==> src/sv/adrc_pkg.sv <==
package adrc_pkg;

   localparam int FRAC_BITS = 16;
   localparam int DIV_STEPS = 32 + FRAC_BITS;
   localparam int DIV_CNT_W = $clog2(DIV_STEPS);

   localparam logic signed [31:0] S32_MAX = 32'sh7fff_ffff;
   localparam logic signed [31:0] S32_MIN = 32'sh8000_0000;
   localparam logic [31:0]        Q_ONE   = 32'd1 << FRAC_BITS;
   localparam logic [30:0]        PERIOD_RESET = 31'd6554;
   localparam logic [30:0]        PLANT_RESET  = 31'd1 << FRAC_BITS;

   // Register index, byte address 4*index; the last index holds no register
   typedef enum logic [2:0] {
      REG_LOOP_GAIN,
      REG_GAIN_ONE,
      REG_GAIN_TWO,
      REG_PERIOD,
      REG_PLANT_GAIN,
      REG_DRIVE_MIN,
      REG_DRIVE_MAX,
      REG_SPARE
   } reg_index_type;

   // Multiply operations of the shared multiplier, in issue order
   typedef enum logic [2:0] {
      OP_L1E,
      OP_L2E,
      OP_KF0,
      OP_BT,
      OP_Q,
      OP_P,
      OP_X0,
      OP_X1
   } op_type;

   typedef struct packed {
      logic   load_err;
      logic   mul;
      logic   wb;
      op_type op;
      logic   div_init;
      logic   div_step;
      logic   div_fin;
      logic   push;
   } cmd_type;

   typedef struct packed {
      logic div_last;
   } stat_type;

   typedef struct packed {
      logic [30:0]        loop_gain;
      logic [16:0]        observer_gain_one;
      logic [30:0]        observer_gain_two;
      logic [30:0]        sample_period;
      logic [30:0]        plant_gain;
      logic signed [31:0] drive_min;
      logic signed [31:0] drive_max;
   } cfg_type;

   function automatic logic signed [31:0] sat32(input logic signed [63:0] x);
      logic signed [31:0] r;
      if (x > 64'(S32_MAX)) begin
         r = S32_MAX;
      end else if (x < 64'(S32_MIN)) begin
         r = S32_MIN;
      end else begin
         r = x[31:0];
      end
      return r;
   endfunction

endpackage

==> src/sv/adrc_ctrl.sv <==
module adrc_ctrl
   import adrc_pkg::*;
(
   input  logic     clock,
   input  logic     reset,
   input  logic     req_valid,
   output logic     req_stall,
   output logic     rsp_valid,
   input  logic     rsp_stall,
   input  stat_type stat,
   output cmd_type  cmd
);

   typedef enum logic [2:0] {
      ST_IDLE,
      ST_MUL,
      ST_WB,
      ST_DIV_INIT,
      ST_DIV_RUN,
      ST_DIV_FIN,
      ST_PUSH
   } state_type;

   state_type state_ff, state_in;
   op_type    op_ff, op_in;
   logic      rsp_valid_ff, rsp_valid_in;
   logic      out_free;

   assign out_free  = !rsp_valid_ff || !rsp_stall;
   assign req_stall = reset || (state_ff != ST_IDLE);
   assign rsp_valid = rsp_valid_ff;

   always_comb begin
      state_in     = state_ff;
      op_in        = op_ff;
      cmd          = '0;
      cmd.op       = op_ff;
      rsp_valid_in = rsp_valid_ff && rsp_stall;
      case (state_ff)
         ST_IDLE: begin
            if (req_valid) begin
               cmd.load_err = 1'b1;
               op_in        = OP_L1E;
               state_in     = ST_MUL;
            end
         end
         ST_MUL: begin
            cmd.mul  = 1'b1;
            state_in = ST_WB;
         end
         ST_WB: begin
            cmd.wb = 1'b1;
            if (op_ff == OP_KF0) begin
               state_in = ST_DIV_INIT;
            end else if (op_ff == OP_X1) begin
               state_in = ST_PUSH;
            end else begin
               op_in    = op_type'(3'(op_ff) + 3'd1);
               state_in = ST_MUL;
            end
         end
         ST_DIV_INIT: begin
            cmd.div_init = 1'b1;
            state_in     = ST_DIV_RUN;
         end
         ST_DIV_RUN: begin
            cmd.div_step = 1'b1;
            if (stat.div_last) begin
               state_in = ST_DIV_FIN;
            end
         end
         ST_DIV_FIN: begin
            cmd.div_fin = 1'b1;
            op_in       = OP_BT;
            state_in    = ST_MUL;
         end
         ST_PUSH: begin
            // hold until the output register can take the result
            if (out_free) begin
               cmd.push     = 1'b1;
               rsp_valid_in = 1'b1;
               state_in     = ST_IDLE;
            end
         end
         default: begin
            state_in = ST_IDLE;
         end
      endcase
   end

   always_ff @(posedge clock) begin
      if (reset) begin
         state_ff     <= ST_IDLE;
         op_ff        <= OP_L1E;
         rsp_valid_ff <= 1'b0;
      end else begin
         state_ff     <= state_in;
         op_ff        <= op_in;
         rsp_valid_ff <= rsp_valid_in;
      end
   end

endmodule

==> src/sv/adrc_dpath.sv <==
module adrc_dpath
   import adrc_pkg::*;
(
   input  logic               clock,
   input  logic               reset,
   input  cfg_type            cfg,
   input  cmd_type            cmd,
   output stat_type           stat,
   input  logic signed [31:0] error_sample,
   output logic signed [31:0] drive,
   output logic               clamped
);

   localparam logic signed [63:0] ROUND_HALF = 64'sd1 <<< (FRAC_BITS - 1);
   localparam logic [DIV_STEPS-1:0] QUO_POS_MAX = DIV_STEPS'(S32_MAX);
   localparam logic [DIV_STEPS-1:0] QUO_NEG_MAX = DIV_STEPS'(1) << 31;

   logic signed [31:0] e_ff, f0_ff, f1_ff, n_ff, bt_ff, q_ff, s_ff, v_ff;
   logic signed [31:0] x0_ff, x0_in, x1_ff, x1_in;
   logic signed [63:0] prod_ff;
   logic               hit_ff;
   logic signed [31:0] drive_ff;
   logic               clamped_ff;

   logic [DIV_STEPS-1:0] num_ff, num_in;
   logic [30:0]          rem_ff, rem_in;
   logic [DIV_CNT_W-1:0] cnt_ff;
   logic                 neg_ff;

   logic [30:0]        b0_eff;
   logic signed [31:0] op_a, op_b;
   logic signed [63:0] rnd;
   logic signed [31:0] mres;
   logic [31:0]        n_mag;
   logic [31:0]        rem_shift;
   logic               rem_ge;
   logic signed [31:0] u_val, v_lo, v_val;
   logic               hit_lo, hit_val;

   // a zero plant gain divides by one LSB
   assign b0_eff = (cfg.plant_gain == '0) ? 31'd1 : cfg.plant_gain;

   always_comb begin
      op_a = '0;
      op_b = '0;
      case (cmd.op)
         OP_L1E: begin
            op_a = {15'd0, cfg.observer_gain_one};
            op_b = e_ff;
         end
         OP_L2E: begin
            op_a = {1'b0, cfg.observer_gain_two};
            op_b = e_ff;
         end
         OP_KF0: begin
            op_a = {1'b0, cfg.loop_gain};
            op_b = f0_ff;
         end
         OP_BT: begin
            op_a = {1'b0, b0_eff};
            op_b = {1'b0, cfg.sample_period};
         end
         OP_Q: begin
            op_a = bt_ff;
            op_b = v_ff;
         end
         OP_P: begin
            op_a = {1'b0, cfg.sample_period};
            op_b = f1_ff;
         end
         OP_X0: begin
            op_a = Q_ONE - {15'd0, cfg.observer_gain_one};
            op_b = s_ff;
         end
         OP_X1: begin
            op_a = {1'b0, cfg.observer_gain_two};
            op_b = s_ff;
         end
         default: begin
            op_a = '0;
            op_b = '0;
         end
      endcase
   end

   // round half up, floor shift, saturate
   assign rnd  = prod_ff + ROUND_HALF;
   assign mres = sat32(rnd >>> FRAC_BITS);

   // restoring divider, one quotient bit per step
   assign n_mag     = n_ff[31] ? 32'(-n_ff) : 32'(n_ff);
   assign rem_shift = {rem_ff, num_ff[DIV_STEPS-1]};
   assign rem_ge    = rem_shift >= {1'b0, b0_eff};
   assign rem_in    = rem_ge ? 31'(rem_shift - {1'b0, b0_eff}) : rem_shift[30:0];
   assign num_in    = {num_ff[DIV_STEPS-2:0], rem_ge};
   assign stat.div_last = (cnt_ff == DIV_CNT_W'(DIV_STEPS - 1));

   always_comb begin
      if (neg_ff) begin
         u_val = (num_ff >= QUO_NEG_MAX) ? S32_MIN : -$signed(num_ff[31:0]);
      end else begin
         u_val = (num_ff > QUO_POS_MAX) ? S32_MAX : $signed(num_ff[31:0]);
      end
      // lower limit first, so the upper wins when the limits cross
      v_lo   = u_val;
      hit_lo = 1'b0;
      if (u_val < cfg.drive_min) begin
         v_lo   = cfg.drive_min;
         hit_lo = 1'b1;
      end
      v_val   = v_lo;
      hit_val = hit_lo;
      if (v_lo > cfg.drive_max) begin
         v_val   = cfg.drive_max;
         hit_val = 1'b1;
      end
   end

   assign x0_in = (cmd.wb && cmd.op == OP_X0) ? mres : x0_ff;
   assign x1_in = (cmd.wb && cmd.op == OP_X1) ? sat32(64'(f1_ff) - 64'(mres)) : x1_ff;

   always_ff @(posedge clock) begin
      if (reset) begin
         x0_ff  <= '0;
         x1_ff  <= '0;
         cnt_ff <= '0;
      end else begin
         x0_ff <= x0_in;
         x1_ff <= x1_in;
         if (cmd.div_init) begin
            cnt_ff <= '0;
         end else if (cmd.div_step) begin
            cnt_ff <= cnt_ff + DIV_CNT_W'(1);
         end
      end
   end

   always_ff @(posedge clock) begin
      if (cmd.load_err) begin
         e_ff <= error_sample;
      end
      if (cmd.mul) begin
         prod_ff <= op_a * op_b;
      end
      if (cmd.wb) begin
         case (cmd.op)
            OP_L1E:  f0_ff <= sat32(64'(x0_ff) + 64'(mres));
            OP_L2E:  f1_ff <= sat32(64'(x1_ff) + 64'(mres));
            OP_KF0:  n_ff  <= sat32(64'(mres) + 64'(f1_ff));
            OP_BT:   bt_ff <= mres;
            OP_Q:    q_ff  <= mres;
            OP_P:    s_ff  <= sat32(64'(f0_ff) + 64'(mres) - 64'(q_ff));
            default: begin
            end
         endcase
      end
      if (cmd.div_init) begin
         num_ff <= {n_mag, FRAC_BITS'(0)};
         rem_ff <= '0;
         neg_ff <= n_ff[31];
      end else if (cmd.div_step) begin
         num_ff <= num_in;
         rem_ff <= rem_in;
      end
      if (cmd.div_fin) begin
         v_ff   <= v_val;
         hit_ff <= hit_val;
      end
      if (cmd.push) begin
         drive_ff   <= v_ff;
         clamped_ff <= hit_ff;
      end
   end

   assign drive   = drive_ff;
   assign clamped = clamped_ff;

endmodule

==> src/sv/adrc_first_order_step.sv <==
// First-order ADRC step for one axis, signed Q16.16.
// Input channel req_*: one control error sample per item. Result channel rsp_*:
// the clamped drive and a flag that is set when a drive limit acted.
// An item is taken when valid is high and stall is low; this block stalls the
// input while it works on an item and accepts one item at a time.
// Per item: three multiplies on the shared 32x32 multiplier (multiply state,
// then write-back state), a restoring divide by the plant gain (init, step loop
// and finish states, one quotient bit a cycle), five more multiplies and a push
// state that loads the output register. The next item is accepted only after
// that push, once the block is back in idle.
// A finished result waits in the output register while rsp_stall is high;
// the next item is accepted meanwhile, and its own result waits in the
// datapath until the output register is free.
// Reset stalls the input, clears the observer estimates to zero and loads the
// register defaults (T = 6554, b0 = 1.0, drive limits at the full 32-bit range).
// Registers are written over the APB port at byte address 4*index.
module adrc_first_order_step
   import adrc_pkg::*;
(
   input  logic               clock,
   input  logic               reset,
   input  logic               req_valid,
   output logic               req_stall,
   input  logic signed [31:0] req_error_sample,
   output logic               rsp_valid,
   input  logic               rsp_stall,
   output logic signed [31:0] rsp_drive,
   output logic               rsp_clamped,
   input  logic               psel,
   input  logic               penable,
   input  logic               pwrite,
   input  logic [4:0]         paddr,
   input  logic [31:0]        pwdata,
   output logic [31:0]        prdata,
   output logic               pready
);

   cfg_type  cfg_ff;
   cmd_type  cmd;
   stat_type stat;
   logic     wr_en;
   logic [2:0] reg_idx;

   assign pready  = 1'b1;
   assign reg_idx = paddr[4:2];
   assign wr_en   = psel && penable && pwrite && pready;

   always_ff @(posedge clock) begin
      if (reset) begin
         cfg_ff.loop_gain         <= '0;
         cfg_ff.observer_gain_one <= '0;
         cfg_ff.observer_gain_two <= '0;
         cfg_ff.sample_period     <= PERIOD_RESET;
         cfg_ff.plant_gain        <= PLANT_RESET;
         cfg_ff.drive_min         <= S32_MIN;
         cfg_ff.drive_max         <= S32_MAX;
      end else if (wr_en) begin
         case (reg_idx)
            REG_LOOP_GAIN:  cfg_ff.loop_gain         <= pwdata[30:0];
            REG_GAIN_ONE:   cfg_ff.observer_gain_one <= pwdata[16:0];
            REG_GAIN_TWO:   cfg_ff.observer_gain_two <= pwdata[30:0];
            REG_PERIOD:     cfg_ff.sample_period     <= pwdata[30:0];
            REG_PLANT_GAIN: cfg_ff.plant_gain        <= pwdata[30:0];
            REG_DRIVE_MIN:  cfg_ff.drive_min         <= pwdata;
            REG_DRIVE_MAX:  cfg_ff.drive_max         <= pwdata;
            default: begin
            end
         endcase
      end
   end

   always_comb begin
      case (reg_idx)
         REG_LOOP_GAIN:  prdata = {1'b0, cfg_ff.loop_gain};
         REG_GAIN_ONE:   prdata = {15'd0, cfg_ff.observer_gain_one};
         REG_GAIN_TWO:   prdata = {1'b0, cfg_ff.observer_gain_two};
         REG_PERIOD:     prdata = {1'b0, cfg_ff.sample_period};
         REG_PLANT_GAIN: prdata = {1'b0, cfg_ff.plant_gain};
         REG_DRIVE_MIN:  prdata = cfg_ff.drive_min;
         REG_DRIVE_MAX:  prdata = cfg_ff.drive_max;
         default:        prdata = '0;
      endcase
   end

   adrc_ctrl u_ctrl (
      .clock     (clock),
      .reset     (reset),
      .req_valid (req_valid),
      .req_stall (req_stall),
      .rsp_valid (rsp_valid),
      .rsp_stall (rsp_stall),
      .stat      (stat),
      .cmd       (cmd)
   );

   adrc_dpath u_dpath (
      .clock        (clock),
      .reset        (reset),
      .cfg          (cfg_ff),
      .cmd          (cmd),
      .stat         (stat),
      .error_sample (req_error_sample),
      .drive        (rsp_drive),
      .clamped      (rsp_clamped)
   );

   a_cmd_exclusive: assert property (@(posedge clock) disable iff (reset)
      $onehot0({cmd.load_err, cmd.mul, cmd.wb, cmd.div_init, cmd.div_step,
                cmd.div_fin, cmd.push}))
      else $error("datapath commands overlap");

   a_push_free: assert property (@(posedge clock) disable iff (reset)
      cmd.push |-> !(rsp_valid && rsp_stall))
      else $error("output register loaded while a result is held");

   a_div_no_accept: assert property (@(posedge clock) disable iff (reset)
      cmd.div_step |-> req_stall)
      else $error("input open during divide");

   a_div_fin_order: assert property (@(posedge clock) disable iff (reset)
      cmd.div_fin |-> $past(cmd.div_step) && $past(stat.div_last))
      else $error("divide finished before its last step");

endmodule

==> config.mk <==
export PLATFORM = sky130hd
export DESIGN_NAME = adrc_first_order_step
export DESIGN_NICKNAME = d
export VERILOG_FILES = /design/src/sv/adrc_pkg.sv /design/src/sv/adrc_ctrl.sv /design/src/sv/adrc_dpath.sv /design/src/sv/adrc_first_order_step.sv
export SDC_FILE = /design/constraint.sdc
export NUM_CORES = 2
export LEC_CHECK = 0
export ABC_CLOCK_PERIOD_IN_PS = 18420
export BUFFER_PORTS_ARGS = -buffer_cell sky130_fd_sc_hd__buf_2
export CAP_MARGIN = 20
export CORE_ASPECT_RATIO = 1.75
export CORE_MARGIN = 2
export CORE_UTILIZATION = 49
export DETAILED_ROUTE_END_ITERATION = 8
export PLACE_DENSITY = 0.68
export SETUP_SLACK_MARGIN = 0.2
export SLEW_MARGIN = 0
export SYNTH_ARGS = -nofsm -noshare
export SYNTH_HDL_FRONTEND = slang
export SYNTH_SLANG_ARGS = --single-unit
==> constraint.sdc <==
create_clock -name clock -period 18.42 [get_ports clock]
set_input_delay 3.684 -clock clock [delete_from_list [all_inputs] [get_ports clock]]
set_output_delay 3.684 -clock clock [all_outputs]
set_load 0.05 [all_outputs]
# After elaboration in Yosys (flattened, before gate mapping)

Cells that the tools add are included.

Register bits after elaboration: 716
Input port bits: 76
Output and inout bits: 68

$add $sub $neg: 13
$mul: 1
Magnitude comparators: 17
Equality and inequality tests: 25
Multiplexer cells: 43
Reductions and logical operators: 35

Operator list:

| kind                     | number |
|---|---|
| $mux W32                 | 14 |
| $pmux W32 S7             | 2 |
| $gt A64 B32 Y1 const B   | 5 |
| $lt A64 B32 Y1 const B   | 5 |
| $pmux W32 S6             | 1 |
| $add A32 B32 Y33         | 4 |
| $mux W48                 | 2 |
| $add A64 B17 Y64 const B | 1 |
| $mul A32 B32 Y64         | 1 |
| $neg A32 Y32             | 2 |
| $mux W31                 | 2 |
| $ge A48 B32 Y1 const B   | 1 |
| $gt A48 B31 Y1 const B   | 1 |
| $gt A48 B32 Y1 const B   | 1 |
| $lt A48 B32 Y1 const B   | 1 |
| $sub A33 B32 Y34         | 1 |
| $sub A32 B32 Y33         | 1 |
| $ge A32 B31 Y1           | 1 |
| $gt A32 B32 Y1           | 1 |
| $lt A32 B32 Y1           | 1 |
| $logic_not A31 Y1        | 1 |
| $sub A31 B31 Y31         | 1 |
| $eq A3 B3 Y1 const B     | 10 |
| $reduce_and A2 Y1        | 13 |
| 21 further kinds         | 61 |

# Depth between registers and ports, before layout

Depth in word-level cells: 8
Depth in mapped cells: 47
Mapped depth without buffers: 39

# Hierarchy

A second synthesis with hierarchy kept.

Cells, all modules: 9067
Area, all modules: 81881.0 µm²

By module, submodules not included:

| module                | instances | cells an instance | area an instance (µm²) | sequential area each (µm²) |
|---|---|---|---|---|
| adrc_dpath            | 1         | 7909              | 71593.7                | 13513.0 |
| adrc_first_order_step | 1         | 1100              | 9764.4                 | 4103.9 |
| adrc_ctrl             | 1         | 58                | 523.0                  | 140.1 |

# Least setup slack after synthesis

No wires, ideal clock.

Path kind: reg2reg
Start: register u_ctrl.op_ff[1]
End: register u_dpath.prod_ff[63] (data pin)
Library setup time: 0.260 ns
Arrival time: 11.142 ns
Setup slack: 7.018 ns
Cell stages (with the launch flop): 43
Period minus slack after synthesis: 11.402 ns
Cell sequence: dfxtp_1 clkbuf_1 clkbuf_1 buf_1 clkbuf_1 inv_1 ha_1 clkbuf_1 and2_1 clkbuf_1 clkbuf_1 a22oi_1 nand2_1 a21oi_1 nor2_1 a221oi_1 clkbuf_1 nor2_1 [... 7 more ...] fa_1 inv_1 fa_1 fa_1 inv_1 fa_1 inv_1 ha_1 a21o_1 a21oi_1 a21boi_0 o21ai_0 a21o_1 a21o_1 a21oi_1 o21bai_1 a21oi_1 xnor2_1

Longest elaborated chain between the ends: 4

RTL lines:

| element                                      | line              | text |
|---|---|---|
| start, declared                              | adrc_ctrl.sv:25   | `op_type op_ff, op_in;` |
| start signal, assigned                       | adrc_ctrl.sv:98   | `op_ff <= op_in;` |
| $eq A3 B3 Y1 (tied with other cells)         | adrc_dpath.sv:46  | `case (cmd.op)` |
| $reduce_or A2 Y1 (no source line)            | -                 |  |
| $pmux W32 S7 or $pmux W32 S6 (tied branches) | adrc_dpath.sv:46  |  |
| $mul A32 B32 Y64 *                           | adrc_dpath.sv:143 | `prod_ff <= op_a * op_b;` |
| end signal, assigned                         | adrc_dpath.sv:143 |  |
| end, declared                                | adrc_dpath.sv:20  | `logic signed [63:0] prod_ff;` |

Every way passes the cells marked *; elsewhere a longest branch is shown, timed or not.
A chain may end at the register's enable or synchronous reset.

# Worst setup path after layout

Start: register u_ctrl.op_ff[2]
End: register u_dpath.prod_ff[63] (data pin)

Same word-level chain as after synthesis.

==> qor.yml <==
n_fill_cell: 14500
num_io_pins: 144
core_sq_um: 160000
top_regs: "cfg_ff: 205 flops, u_dpath.prod_ff: 49 flops, u_dpath.num_ff: 48 flops"
max_slew.worst_pin.slew_ps: 1210
place_area_sq_um: 82500
syn_to_final_growth_pct: 7.59
synthDistinctLibCells: 90
synth_edf_count: 372
rsz0062_at_grt: "false"
portBuffers: 140
yosys_register_bits: 701
post_cts_resize_count: 0
fin_hold_ws_ps: 420
status: "completed"
drive_gt1_frac: 0.0758
synth_fp_nets: 10500
ir_drop_v: 0.0000883
fin_area_sq_um: 84900
crit_fanout: 61
power_density_nw_per_um2: 73.7
leakage_uw: 0.0384
ys_warn_count: 0
fin_setup_tns_ps: 0
finalSetupViolCount: 0
firstDrtPassIters: 6
postSynthCellCount: 8884
totalWireLength_microns: 285000
core.rowCount: 194
post_cts_buffers: 0
relSlewSlack: 0.191
holdPathStages: 0
period_minus_slack_ps: 13000
syn_avg_cell_area_sq_um: 8.88
slew_viol_final: 0
ys_async_sr_fraction: 0
grt_pass1_vias: 69300
slowest_stage: "dfxtp_1"
largest_reg_flops: 205
max_stage_delay_ps: 940
multi_input_area_sq_um: 54400
r2r_slack_ps: 5420
mostFrequentLayoutCells: "1473 x inv_1, 1118 x fa_1, 1026 x nand2_1"
fin_util: 0.532
die_h_microns: 535
cts_tree: "yes"
hold_buffers: 0
routedWlPerCell_microns: 26.0
dieArea_sq_um: 164000
die_w_microns: 307
clk_pin_slew_ps: 70
regArea_sq_um: 17800
ys_seq_area_frac: 0.225
antenna_found_initial: 14
startpoint_type: "register"
reg2reg_to: "u_dpath.prod_ff[63]"
antenna_left: 0
nets: 10500
hold_violations: 0
route.detailed.drc: 0
r2r_start: "u_ctrl.op_ff[2]"
min_from: "u_dpath.hit_ff"
post-route-period-util: 0.706
grt_overflow_total: 0
grt_pass1_wl_microns: 424000
reg2regPathDepth: 36
clockBufferDepth: 3
cap_violations: 0
hold_class: "register to register"
hold-path-endpoint: "u_dpath.clamped"
mostFrequentLayoutCell: "inv_1"
max_freq_mhz: 76.9
grt_max_degree: 92
clock_skew_ps: 25.6
cts_root_buffer: "clkbuf_16"
num_vias: 66500
grt.total_usage: 0.348
clkSinkCount: 701
yosys_most_used_dff: "edfxtp_1"
critPathKind: "register to register"
routabilityCongestion: 1.02
worst_ep_arrival_time_ps: 13400
dp_hpwl_microns: 219000
cp_common_cell: "fa_1"
synthesis.area_sq_um: 78900
top_register: "cfg_ff"
drtIter0Drc: 5929
initial_core_util: 0.494
worstPathRequired_ps: 18820
clkLatencyLatePin_ps: 680
end_kind: "register"
cts_made_buffers: 67
viasPerCell: 6.07
cts_max_level: 3
## where the power goes
group / leakage (uW) / internal [uW] / switching [uW] / total [uW]
clock network: 0.00114 / 835 / 692 / 1530
logic: 0.0312 / 1040 / 1840 / 2880
registers: 0.00603 / 1770 / 73.6 / 1840
total: 0.0384 / 3650 / 2610 / 6260
## kinds of logic (layout without fill, tap and decap cells)
kind of cell / count (synthesis) / in the layout / share of synthesized area
XOR/XNOR: 297 / 297 / 0.0330
adder cells (fa/ha/maj): 1581 / 1581 / 0.357
buffers and inverters: 1947 / 1945 / 0.0927
other: 1 / 12 / 0.0000475
AO/OA/AOI/OAI: 1704 / 1704 / 0.138
multiplexers: 110 / 110 / 0.0159
flip-flops: 701 / 701 / 0.225
AND/OR/NAND/NOR: 2543 / 2543 / 0.139
## worst max-delay path by stage
stage,start,to,depth (start not counted)
after floorplan,u_ctrl.op_ff[1],u_dpath.prod_ff[63],42
after global placement,u_ctrl.op_ff[2],u_dpath.prod_ff[63],36
after detailed placement,u_ctrl.op_ff[2],u_dpath.prod_ff[63],36
after CTS,u_ctrl.op_ff[2],u_dpath.prod_ff[63],36
after global routing,u_ctrl.op_ff[2],u_dpath.prod_ff[63],35
final,u_ctrl.op_ff[2],u_dpath.prod_ff[63],36
## cell type report
class | instances | area share
tap | 2058 | 0.0303
inverter | 1477 | 0.0653
sequential | 701 | 0.209
antenna | 11 | 0.000324
timing repair buffer | 344 | 0.0264
clock buffer | 88 | 0.0221
clock inverter | 36 | 0.00538
multi-input combinational | 6236 | 0.641
## Yosys cell counts, drive strengths merged, types with 92 or more instances
library cell | instances | share of area
nand3 | 92 | 0.0058
inv | 1476 | 0.070
a21oi | 508 | 0.032
ha | 448 | 0.071
o21ai | 379 | 0.024
dfxtp | 329 | 0.083
nor2 | 938 | 0.045
a21o | 134 | 0.013
a22oi | 175 | 0.017
xor2 | 133 | 0.015
clkbuf | 440 | 0.021
xnor2 | 164 | 0.018
fa | 1118 | 0.28
nand2 | 1027 | 0.049
edfxtp | 372 | 0.14
## layer usage
metal  GRT usage  vias up  wire (microns)
met5           0        -             113
met4       0.324       14           33000
met3      0.0656     1350           23000
met2       0.586     3481          136000
met1       0.364    32900           92200
li1            -    28700               -
## critical path, delay by kind of cell, from the launching register on
family          cells  cell delay (ps)
compound gates     15             4850
xor+xnor            1               90
fa+ha+maj          10             4830
buf+inv             7             1290
flops               1              940
simple gates        3              560
## through the flow
| stage | worst slack, ps | std cells | power [uW] |
|---|---|---|---|
| finish | 5420 | 11000 | 6260 |
| global route | 4950 | 10900 | 6610 |
| CTS | 5760 | 10900 | 6230 |
| detailed placement | 5790 | 10800 | 4700 |
| global placement | 5980 | 10800 | 4640 |
| floorplan | 7020 | 8884 | 3830 |
No activity file was read; power rests on OpenSTA's default activity.
